`config.mk`:
```
export PLATFORM = sky130hd
export DESIGN_NAME = timed_event_scheduler
export DESIGN_NICKNAME = d
export VERILOG_FILES = /design/src/rtl/core/tes_pkg.sv /design/src/rtl/core/tes_cell.sv /design/src/rtl/core/timed_event_scheduler.sv
export SDC_FILE = /design/constraint.sdc
export NUM_CORES = 2
export LEC_CHECK = 0
export ABC_CLOCK_PERIOD_IN_PS = 11400
export BUFFER_PORTS_ARGS = -buffer_cell sky130_fd_sc_hd__buf_2
export CAP_MARGIN = 20
export CORE_AREA = 3 3 341 343
export CTS_BUF_LIST = sky130_fd_sc_hd__clkbuf_8
export CTS_CLUSTER_SIZE = 20
export DETAILED_ROUTE_END_ITERATION = 6
export DIE_AREA = 0 0 344 346
export GPL_TIMING_DRIVEN = 0
export PLACE_DENSITY = 0.76
export SLEW_MARGIN = 20
export SYNTH_ARGS = -nofsm -noshare
export SYNTH_HDL_FRONTEND = slang
export SYNTH_SLANG_ARGS = --single-unit
export TNS_END_PERCENT = 30
```
`constraint.sdc`:
```
create_clock -name clk -period 11.4 [get_ports clk]
set_input_delay 0.57 -clock clk [delete_from_list [all_inputs] [get_ports clk]]
set_output_delay 0.57 -clock clk [all_outputs]
set_load 0.02 [all_outputs]
```
`src/rtl/core/tes_pkg.sv`:
```
// shared codes and default sizes for the timed event scheduler
package tes_pkg;

  localparam int DEF_QUEUE_DEPTH = 16;
  localparam int DEF_TIME_BITS   = 32;
  localparam int DEF_ID_BITS     = 16;

  localparam int MODE_W = 2;
  localparam logic [MODE_W-1:0] MODE_ADD     = 2'd0;
  localparam logic [MODE_W-1:0] MODE_ADVANCE = 2'd1;
  localparam logic [MODE_W-1:0] MODE_REWIND  = 2'd2;
  localparam logic [MODE_W-1:0] MODE_CLEAR   = 2'd3;

  localparam logic KIND_FIRED  = 1'b0;
  localparam logic KIND_REJECT = 1'b1;

  localparam int OP_W = 3;
  localparam logic [OP_W-1:0] OP_HOLD   = 3'd0;
  localparam logic [OP_W-1:0] OP_ADD    = 3'd1;
  localparam logic [OP_W-1:0] OP_ROTATE = 3'd2;
  localparam logic [OP_W-1:0] OP_REWIND = 3'd3;
  localparam logic [OP_W-1:0] OP_CLEAR  = 3'd4;

endpackage

```
`src/rtl/core/tes_cell.sv`:
```
// one slot of the sorted event chain
module tes_cell import tes_pkg::*; #(
  parameter int TIME_BITS = DEF_TIME_BITS,
  parameter int ID_BITS   = DEF_ID_BITS
) (
  input  logic                 clk,
  input  logic                 rst,
  input  logic [OP_W-1:0]      op,
  input  logic [TIME_BITS-1:0] tv,
  input  logic [ID_BITS-1:0]   id,
  input  logic [TIME_BITS-1:0] clock_now,
  input  logic                 prev_after,
  input  logic                 left_valid,
  input  logic                 left_pending,
  input  logic [TIME_BITS-1:0] left_stamp,
  input  logic [ID_BITS-1:0]   left_id,
  input  logic                 right_valid,
  input  logic                 right_pending,
  input  logic [TIME_BITS-1:0] right_stamp,
  input  logic [ID_BITS-1:0]   right_id,
  output logic                 valid,
  output logic                 pending,
  output logic [TIME_BITS-1:0] stamp,
  output logic [ID_BITS-1:0]   slot_id,
  output logic                 after,
  output logic                 due
);

  assign after = valid && (stamp <= tv);
  assign due   = valid && pending && (stamp <= clock_now);

  always_ff @(posedge clk) begin
    if (rst) begin
      valid   <= 1'b0;
      pending <= 1'b0;
    end else begin
      unique case (op)
        OP_ADD: begin
          if (!after) begin
            if (prev_after) begin
              valid   <= 1'b1;
              pending <= 1'b0;
            end else begin
              valid   <= left_valid;
              pending <= left_pending;
            end
          end
        end
        OP_ROTATE: begin
          valid   <= right_valid;
          pending <= right_pending;
        end
        OP_REWIND: pending <= valid && (stamp >= tv);
        OP_CLEAR: begin
          valid   <= 1'b0;
          pending <= 1'b0;
        end
        default: ;
      endcase
    end
  end

  always_ff @(posedge clk) begin
    unique case (op)
      OP_ADD: begin
        if (!after) begin
          if (prev_after) begin
            stamp   <= tv;
            slot_id <= id;
          end else begin
            stamp   <= left_stamp;
            slot_id <= left_id;
          end
        end
      end
      OP_ROTATE: begin
        stamp   <= right_stamp;
        slot_id <= right_id;
      end
      default: ;
    endcase
  end

endmodule

```
`src/rtl/core/timed_event_scheduler.sv`:
```
// timed event scheduler: sorted chain of event slots with a millisecond clock
//
// input beats (s_*): s_tuser selects add, advance, rewind or clear; s_tdata
// carries the time value and the event id. output beats (m_*): one per fired
// event, or one when an add finds the store full (m_tuser high); m_tlast marks
// the final beat caused by an input beat.
// an add into a full store leaves its reject beat in the output register.
// advance first updates the clock, then the chain rotates by one slot per
// cycle past the head (while no due event there waits for the output
// register), which fires the event there if it is pending and due. a full
// rotation restores the order.
// the block takes a new input beat only when idle with the output register
// empty. a due event at the head waits there while the output register still
// holds a beat that m_tready has not taken, so a stalled receiver stretches
// the scan.
// reset clears the clock and all slot valid and pending marks; the slot
// payload needs no reset. ready is low during reset.
module timed_event_scheduler import tes_pkg::*; #(
  parameter int QUEUE_DEPTH = DEF_QUEUE_DEPTH,
  parameter int TIME_BITS   = DEF_TIME_BITS,
  parameter int ID_BITS     = DEF_ID_BITS,
  localparam int DATA_W     = ((TIME_BITS + ID_BITS + 7) / 8) * 8
) (
  input  logic              clk,
  input  logic              rst,
  input  logic              s_tvalid,
  output logic              s_tready,
  input  logic [DATA_W-1:0] s_tdata,   // time_value, event_id, zero pad
  input  logic [MODE_W-1:0] s_tuser,   // mode
  output logic              m_tvalid,
  input  logic              m_tready,
  output logic [DATA_W-1:0] m_tdata,   // fired_id, fired_time, zero pad
  output logic              m_tuser,   // kind
  output logic              m_tlast
);

  localparam int CNT_W = $clog2(QUEUE_DEPTH);
  localparam logic ST_IDLE = 1'b0;
  localparam logic ST_SCAN = 1'b1;

  logic                 state;
  logic [CNT_W-1:0]     cnt;
  logic [TIME_BITS-1:0] clock_now;

  logic [TIME_BITS-1:0] in_time;
  logic [ID_BITS-1:0]   in_id;
  logic                 accept;

  logic                 out_valid;
  logic                 out_kind;
  logic                 out_last;
  logic [TIME_BITS-1:0] out_time;
  logic [ID_BITS-1:0]   out_id;
  logic                 out_free;

  logic [OP_W-1:0]      op;
  logic                 step;
  logic                 hit;
  logic [TIME_BITS:0]   sum;

  logic [QUEUE_DEPTH-1:0] c_valid;
  logic [QUEUE_DEPTH-1:0] c_pending;
  logic [QUEUE_DEPTH-1:0] c_after;
  logic [QUEUE_DEPTH-1:0] c_due;
  logic [TIME_BITS-1:0]   c_stamp [QUEUE_DEPTH];
  logic [ID_BITS-1:0]     c_id    [QUEUE_DEPTH];

  assign in_time  = s_tdata[TIME_BITS-1:0];
  assign in_id    = s_tdata[TIME_BITS +: ID_BITS];
  assign s_tready = !rst && (state == ST_IDLE) && !out_valid;
  assign accept   = s_tvalid && s_tready;
  assign out_free = !out_valid || m_tready;
  assign hit      = c_due[0];
  assign step     = (state == ST_SCAN) && (!hit || out_free);
  assign sum      = {1'b0, clock_now} + {1'b0, in_time};

  always_comb begin
    op = OP_HOLD;
    if (accept) begin
      unique case (s_tuser)
        MODE_ADD:     op = c_valid[QUEUE_DEPTH-1] ? OP_HOLD : OP_ADD;
        MODE_REWIND:  op = OP_REWIND;
        MODE_CLEAR:   op = OP_CLEAR;
        default:      op = OP_HOLD;
      endcase
    end else if (step) begin
      op = OP_ROTATE;
    end
  end

  for (genvar i = 0; i < QUEUE_DEPTH; i++) begin : g_cell
    logic                 l_valid, l_pending, r_valid, r_pending, p_after;
    logic [TIME_BITS-1:0] l_stamp, r_stamp;
    logic [ID_BITS-1:0]   l_id, r_id;

    if (i == 0) begin : g_head
      assign p_after   = 1'b1;
      assign l_valid   = c_valid[QUEUE_DEPTH-1];
      assign l_pending = c_pending[QUEUE_DEPTH-1];
      assign l_stamp   = c_stamp[QUEUE_DEPTH-1];
      assign l_id      = c_id[QUEUE_DEPTH-1];
    end else begin : g_body
      assign p_after   = c_after[i-1];
      assign l_valid   = c_valid[i-1];
      assign l_pending = c_pending[i-1];
      assign l_stamp   = c_stamp[i-1];
      assign l_id      = c_id[i-1];
    end

    if (i == QUEUE_DEPTH - 1) begin : g_tail
      // head wraps round to the tail, its mark cleared once fired
      assign r_valid   = c_valid[0];
      assign r_pending = c_pending[0] && !hit;
      assign r_stamp   = c_stamp[0];
      assign r_id      = c_id[0];
    end else begin : g_mid
      assign r_valid   = c_valid[i+1];
      assign r_pending = c_pending[i+1];
      assign r_stamp   = c_stamp[i+1];
      assign r_id      = c_id[i+1];
    end

    tes_cell #(
      .TIME_BITS(TIME_BITS),
      .ID_BITS  (ID_BITS)
    ) u_cell (
      .clk          (clk),
      .rst          (rst),
      .op           (op),
      .tv           (in_time),
      .id           (in_id),
      .clock_now    (clock_now),
      .prev_after   (p_after),
      .left_valid   (l_valid),
      .left_pending (l_pending),
      .left_stamp   (l_stamp),
      .left_id      (l_id),
      .right_valid  (r_valid),
      .right_pending(r_pending),
      .right_stamp  (r_stamp),
      .right_id     (r_id),
      .valid        (c_valid[i]),
      .pending      (c_pending[i]),
      .stamp        (c_stamp[i]),
      .slot_id      (c_id[i]),
      .after        (c_after[i]),
      .due          (c_due[i])
    );
  end

  always_ff @(posedge clk) begin
    if (rst) begin
      state     <= ST_IDLE;
      cnt       <= '0;
      clock_now <= '0;
    end else begin
      unique case (state)
        ST_IDLE: begin
          if (accept && s_tuser == MODE_ADVANCE) begin
            clock_now <= sum[TIME_BITS] ? {TIME_BITS{1'b1}} : sum[TIME_BITS-1:0];
            cnt       <= '0;
            state     <= ST_SCAN;
          end else if (accept && s_tuser == MODE_REWIND) begin
            clock_now <= in_time;
          end
        end
        ST_SCAN: begin
          if (step) begin
            cnt <= cnt + 1'b1;
            if (cnt == CNT_W'(QUEUE_DEPTH - 1)) begin
              state <= ST_IDLE;
            end
          end
        end
        default: state <= ST_IDLE;
      endcase
    end
  end

  always_ff @(posedge clk) begin
    if (rst) begin
      out_valid <= 1'b0;
    end else if (accept && s_tuser == MODE_ADD && c_valid[QUEUE_DEPTH-1]) begin
      out_valid <= 1'b1;
    end else if (step && hit) begin
      out_valid <= 1'b1;
    end else if (m_tready) begin
      out_valid <= 1'b0;
    end
  end

  always_ff @(posedge clk) begin
    if (accept && s_tuser == MODE_ADD && c_valid[QUEUE_DEPTH-1]) begin
      out_kind <= KIND_REJECT;
      out_id   <= in_id;
      out_time <= in_time;
      out_last <= 1'b1;
    end else if (step && hit) begin
      out_kind <= KIND_FIRED;
      out_id   <= c_id[0];
      out_time <= c_stamp[0];
      out_last <= (c_due[QUEUE_DEPTH-1:1] == '0);
    end
  end

  assign m_tvalid = out_valid;
  assign m_tuser  = out_kind;
  assign m_tlast  = out_last;
  assign m_tdata  = DATA_W'({out_time, out_id});

  a_compact: assert property (@(posedge clk) disable iff (rst)
    state == ST_IDLE |-> ((c_valid >> 1) & ~c_valid) == '0)
    else $error("store not compact while idle");

  a_reject_only_full: assert property (@(posedge clk) disable iff (rst)
    (accept && s_tuser == MODE_ADD && !c_valid[QUEUE_DEPTH-1]) |=> !out_valid)
    else $error("result raised by an add into a store with room");

  a_fired_due: assert property (@(posedge clk) disable iff (rst)
    (out_valid && out_kind == KIND_FIRED) |-> out_time <= clock_now)
    else $error("fired event not yet due");

  a_no_accept_scan: assert property (@(posedge clk) disable iff (rst)
    state == ST_SCAN |-> op != OP_ADD && op != OP_REWIND && op != OP_CLEAR)
    else $error("chain command issued during a scan");

endmodule
```
======== Word level (Yosys, flattened, before mapping) ========
Cells that the tools add are included.
operators by class
  add/sub/neg operators ................... 2
  $lt $le $gt $ge ......................... 48
  eq/ne operators ......................... 26
  muxes and demuxes ....................... 209
  bitwise logic cells ..................... 1
  reductions and logical operators ........ 137
operators with widths
  kind                                                                   count
  32-bit 2-to-1 mux                                                      36
  32-bit less-or-equal comparator                                        32
  32-bit case mux with 2 select lines                                    16
  16-bit 2-to-1 mux                                                      33
  32-bit >= comparator                                                   16
  16-bit case mux with 2 select lines                                    16
  2-bit AND reduction                                                    50
  1-bit logical AND                                                      74
  1-bit 2-to-1 mux                                                       69
  1-bit case mux with 4 select lines                                     16
  1-bit case mux with 3 select lines                                     16
  32-bit by 32-bit adder with 33-bit output                              1
  2-bit != test, second input constant                                   16
  15-bit logical NOT                                                     1
  3-bit case mux with 3 select lines                                     1
  4-bit 2-to-1 mux                                                       2
  4-bit case mux with 2 select lines                                     1
  3-bit by 2-bit equality test with 1-bit output, second input constant  2
  2-bit nonzero test                                                     3
  3-bit nonzero test                                                     2
  4-bit by 1-bit adder with 4-bit output, second input constant          1
  2-bit equality test, second input constant                             2
  4-bit equality test, second input constant                             1
  2-bit by 1-bit != test with 1-bit output, second input constant        2
  11 further kinds                                                       14
word-level totals
  register bits ........................... 888
  input bits .............................. 54
  output and inout port bits .............. 52
  word-level logic and storage cells ...... 495

======== Logic depth before layout (Yosys ltp) ========
  depth in word-level cells ............... 10
  gate-level depth with buffers ........... 16
  depth with buffers taken out ............ 13

======== Cells and area by module ========
Synthesis repeated with hierarchy kept, for this count alone.
second synthesis, totals
  cell total of the unflattened synthesis .. 8,135
  area, all modules ....................... 73,823.3 um^2
by module, submodules not included
  module                 times used  cells each  area an instance (um^2)  sequential area each (um^2)
  tes_cell               16          467         4,266.6                  1,481.4
  timed_event_scheduler  1           663         5,557.8                  2,242.2

======== Least setup slack after synthesis ========
No wires, ideal clock.
  kind .................................... input to register
  start point ............................. input s_tdata[29]
  end point ............................... register g_cell[3].u_cell.slot_id[0], enable pin
  library setup time ...................... 520 ps
  data arrival time ....................... 6,728 ps
  required time ........................... 10,880 ps
  path slack .............................. 4,152 ps
  cell stages on the path ................. 10
  path buffers ............................ 2
  path through ............................ clkbuf_1 > clkinv_1 > ha_1 > nand4_1 > or2_2 > or4_1 > a21oi_1 > o31ai_2 > buf_6 > o21ai_0
between the ends
  word-level cells in the longest chain between the ends .. 4
ends and longest elaborated chain
  what                                  line                         source
  start: declaration                    timed_event_scheduler.sv:28  input logic [DATA_W-1:0] s_tdata,
  32-bit less-or-equal comparator       tes_cell.sv:29               assign after = valid && (stamp <= tv);
  1-bit logical AND                     tes_cell.sv:29
  2-bit != test (no source line)        -
  2-bit AND reduction (no source line)  -
  end signal: assignment                tes_cell.sv:69               slot_id <= id;
  end signal: assignment                tes_cell.sv:72               slot_id <= left_id;
  end signal: assignment                tes_cell.sv:78               slot_id <= right_id;
  end: declaration                      tes_cell.sv:24               output logic [ID_BITS-1:0] slot_id,
No other way between the ends.
A chain may end at the register's enable or synchronous reset.

======== Final worst setup path ========
  start point ............................. input s_tdata[29]
  end point ............................... register g_cell[0].u_cell.stamp[15], enable pin
between the ends
  word-level cells in the longest chain between the ends .. 4
ends and longest elaborated chain
  what                                  line            source
  32-bit less-or-equal comparator       tes_cell.sv:29
  1-bit logical AND                     tes_cell.sv:29
  2-bit != test (no source line)        -
  2-bit AND reduction (no source line)  -
  end signal: assignment                tes_cell.sv:68  stamp <= tv;
  end signal: assignment                tes_cell.sv:71  stamp <= left_stamp;
  end signal: assignment                tes_cell.sv:77  stamp <= right_stamp;
  end: declaration                      tes_cell.sv:23  output logic [TIME_BITS-1:0] stamp,
No other way between the ends.

==> results by group <==
STA
  • Final hold viol count: 0
  • Final hold slack: roughly 180 ps
  • Clock skew: 56.3 ps
  • Post-route minimum period: ~7000 ps
  • Worst Tran Pin Value: between 1000 and 1500 ps
  • Final setup viols: 0
  • RSZ-0062 raised after global routing: no
  • Pins Over Slew Limit: 0
  • Final worst slack: between 4000 and 5000 ps
  • Fmax achieved: approximately 0.14 GHz
  • Rel. slew slack: 8.83%
  • Final Cycle Share: a little over 60%

Synthesis
  • Synth cell types: between 80 and 90
  • Asr flop ratio synth: 0%
  • Top_reg_cell synth: edfxtp_1
  • Register area share after synthesis: 38.2%
  • Syn_nets: just over 8k
  • Post-Syn Area: 68000 sq um
  • EDFF count, synth: slightly above 800
  • Synthesized instance count: a little over 7k
  • Syn_area_per_cell: between 9 and 10 sq um
  • Register bit total from synthesis: just under 900
  • Yosys warns: 0

Global route
  • First-pass GRT wire length: 440000 um
  • Initial antenna violation count: 19
  • Largest net degree at the start of global routing: 41
  • Number of global-route vias before repair: between 60k and 70k
  • Gr usage total: about half
  • Remaining global-route overflow: 0

Setup path
  • Critical-path cell list: buf_2 > clkbuf_1 > clkinv_2 > ha_1 > nand4_1 > or3_1 > nor3_1 > o31a_1 > nor3_1 > o21ai_2 > clkbuf_1 > nand2_1 > nand2_4 > buf_12
  • Crit end category: flip-flop
  • Critical path launch point type: input port
  • Critical Path AT: 7610 ps
  • RR Endpoint: g_cell[15].u_cell.stamp[24]$_DFFE_PP_
  • FF-to-FF Start: clock_now[5]$_SDFFE_PP0P_
  • Crit. path cell count: 14
  • CP peak stage delay: 1040 ps
  • CP max stage cell: clkinv_2
  • Crit path buffers/inverters: 5
  • CP Data Required Time: around 12000 ps
  • CP top delay family: buffers and inverters
  • CP Class: in -> reg
  • Max FO, Critical Path: 26
  • Flop2flop setup slack: around 5000 ps
  • FF-to-FF path depth: 14

Cells and area
  • P&R area growth vs syn: 10.3%
  • Share of layout cells above drive strength 1: 7.83%
  • Layout net count: around 8.6k
  • Finished Layout Cells: about 9k
  • Design area: about 75000 sq um

Drt
  • Routed wire length per instance: between 30 and 40 um
  • Total wire length: about 320000 um
  • Routed vias/inst: between 7 and 8
  • Post-route ant nets: 0
  • First-pass iteration count of the detailed router: 7
  • Drc violations: 0
  • Via count: roughly 66k
  • Detailed Route Iter0 Violations: ~10k

Clocking
  • CTS tree: yes
  • CTS H-tree lvls: 4
  • # resized after CTS: 0
  • Setup Fix Bufs, Post-CTS: 0
  • Clock sink count: a little under 900
  • Clk slew on worst S/H paths: 60 ps
  • Root buffer cell: clkbuf_8
  • Clock Latency Late Sink: 960 ps
  • Num CTS Buffers: between 150 and 200
  • Clock Path Buffers: 3

Worst hold path
  • WHS Endpoint: clock_now[29]$_SDFFE_PP0P_
  • Worst hold path startpoint: rst
  • Hold path cells: 3
  • Worst Hold Class: in -> reg

Floorplanning
  • Initial Util: between 50 and 60%
  • Die height: roughly 350 um
  • FP Rows: 124
  • Core area: 114000 sq um
  • Io pins: 106
  • Die X: around 340 um
  • Die ar.: approximately 120000 sq um

Pwr
  • IR drop worst, VDD: 0.112 mV
  • Static Leak: just under 0.03 uW
  • Power Density: 118 nW/um^2

Outcome
  • Status: finished, final reports clean

Flow run
  • Max Cap Violations: 0

Placed design
  • Port bufs: about 90
  • Detail Placement HPWL: between 200000 and 250000 um
  • Number of placed instances, taps included: 8860
  • Pre-CTS setup slack: 3700 ps
  • GPL Wtd Cong: 1.16
  • Placement Cell Area: around 72000 sq um
-- registers in the layout, summed over array words and instances, names as in the netlist --
| name | cells |
|---|---|
| clock_now | 32 |
| cnt | 4 |
| g_cell.u_cell.pending | 16 |
| g_cell.u_cell.slot_id | 256 |
| g_cell.u_cell.stamp | 512 |
| g_cell.u_cell.valid | 16 |
| m_tlast | 1 |
| m_tuser | 1 |
| m_tvalid | 1 |
| out_id | 16 |
| out_time | 32 |
| state | 1 |
-- worst max-delay path by stage --
stage	slack, ps	from	to
after floorplan	4150	s_tdata[29]	g_cell[3].u_cell.slot_id[0]$_DFFE_PP_
after global placement	-4530	s_tdata[27]	g_cell[14].u_cell.stamp[24]$_DFFE_PP_
after detailed placement	3700	s_tdata[27]	g_cell[0].u_cell.stamp[15]$_DFFE_PP_
after CTS	4640	s_tdata[27]	g_cell[0].u_cell.stamp[5]$_DFFE_PP_
after global routing	4850	s_tdata[29]	g_cell[10].u_cell.stamp[2]$_DFFE_PP_
final	4410	s_tdata[29]	g_cell[0].u_cell.stamp[15]$_DFFE_PP_
-- cells in the final DEF, fill, tap and decap left out, types with 71 or more instances in the layout --
cell type,instances
mux2i_1,510
clkbuf_8,172
nor2b_1,72
a211oi_1,72
buf_2,176
ha_1,1057
edfxtp_1,816
nand3_1,76
a21oi_1,604
dfxtp_1,71
inv_1,130
nand2_1,1081
nor2_1,405
nor3_1,74
a21o_1,195
o21ai_0,999
nand4_1,209
clkbuf_1,262
-- where the power goes --
| part | total [uW] | switching [uW] | internal [uW] |
|---|---|---|---|
| clock network | 3130 | 1590 | 1540 |
| logic | 1800 | 1200 | 605 |
| registers | 3950 | 187 | 3760 |
| total | 8880 | 2970 | 5910 |
-- synthesized netlist by cell type (8+ instances only) --
master     count  share of area [%]
nand2_1     1091                6.0
or2_2          8              0.074
clkinv_1      25               0.14
inv_1        102               0.56
o21ai_0     1007                7.4
nor3_1        74               0.54
a21oi_1      604                4.4
a2111oi_0     17               0.22
dfxtp_1       72                2.1
xor2_1        15               0.19
o211ai_1      31               0.34
and2_1        12               0.11
clkbuf_1     290                1.6
and3_1        11               0.10
nor2_1       405                2.2
a31oi_1       18               0.17
o21bai_1      17               0.19
nand2b_1      21               0.19
o31ai_1        9              0.099
buf_6          9               0.15
a211o_1        8               0.10
a21o_1       195                2.2
o21a_1        31               0.34
edfxtp_1     816                 36
o22ai_1       10              0.092
nand3_1       76               0.56
a221oi_1      17               0.22
buf_2         86               0.63
a311oi_1      16               0.21
ha_1        1057                 19
a21boi_0      10               0.11
o21ai_1        8              0.059
mux2i_1      510                7.5
and4_1        15               0.19
nor2b_1       72               0.66
nor4_1        27               0.25
xnor2_1       13               0.17
o221ai_1      14               0.18
nand4_1      209                1.9
a211oi_1      72               0.80
-- metrics by stage --
stage / power [uW] / TNS [ps] / util, %
global placement: 5600 / -962170 / 61.7
floorplan: 4980 / 0 / -
CTS: 8700 / 0 / 65.7
finish: 8880 / 0 / 65.9
global route: 9080 / 0 / 65.8
detailed placement: 5690 / 0 / 63.0
-- final cells by class --
cell class	instances	area [sq um]
Buffer	397	1720
Fill cell	9533	38900
Clock buffer	172	2370
Timing Repair Buffer	147	1620
Sequential cell	888	25900
Antenna cell	17	42.5
Clock inverter	126	748
Tap cell	1512	1890
Multi-Input combinational cell	5795	40100
Inverter	127	508
-- per-layer routing --
layer | wire, um | vias up | track usage [%]
met4 | 34600 | 14 | 45.2
li1 | - | 27755 | -
met5 | 224 | - | 1.00
met1 | 108000 | 31231 | 62.0
met3 | 47500 | 1493 | 20.2
met2 | 127000 | 5410 | 72.2
-- cell families after synthesis --
| family | after synthesis | synth area share, % |
|---|---|---|
| flip-flops | 888 | 38.2 |
| adder cells (fa/ha/maj) | 1058 | 19.5 |
| AO/OA/AOI/OAI | 2152 | 18.1 |
| multiplexers | 511 | 7.53 |
| AND/OR/NAND/NOR | 2046 | 13.2 |
| XOR/XNOR | 28 | 0.361 |
| buffers and inverters | 524 | 3.18 |
-- tightest hold or removal path, stage by stage --
cell and delay [ps]:
buf_2 310, a31o_2 160, a21oi_1 30
-- timing repair --
| action | in CTS | in global routing |
|---|---|---|
| endpoints found under the setup margin | 0 | 0 |
| hold buffers | 1 | 0 |
| hold endpoints to repair | 1 | 0 |
No activity file was read; power rests on OpenSTA's default activity.
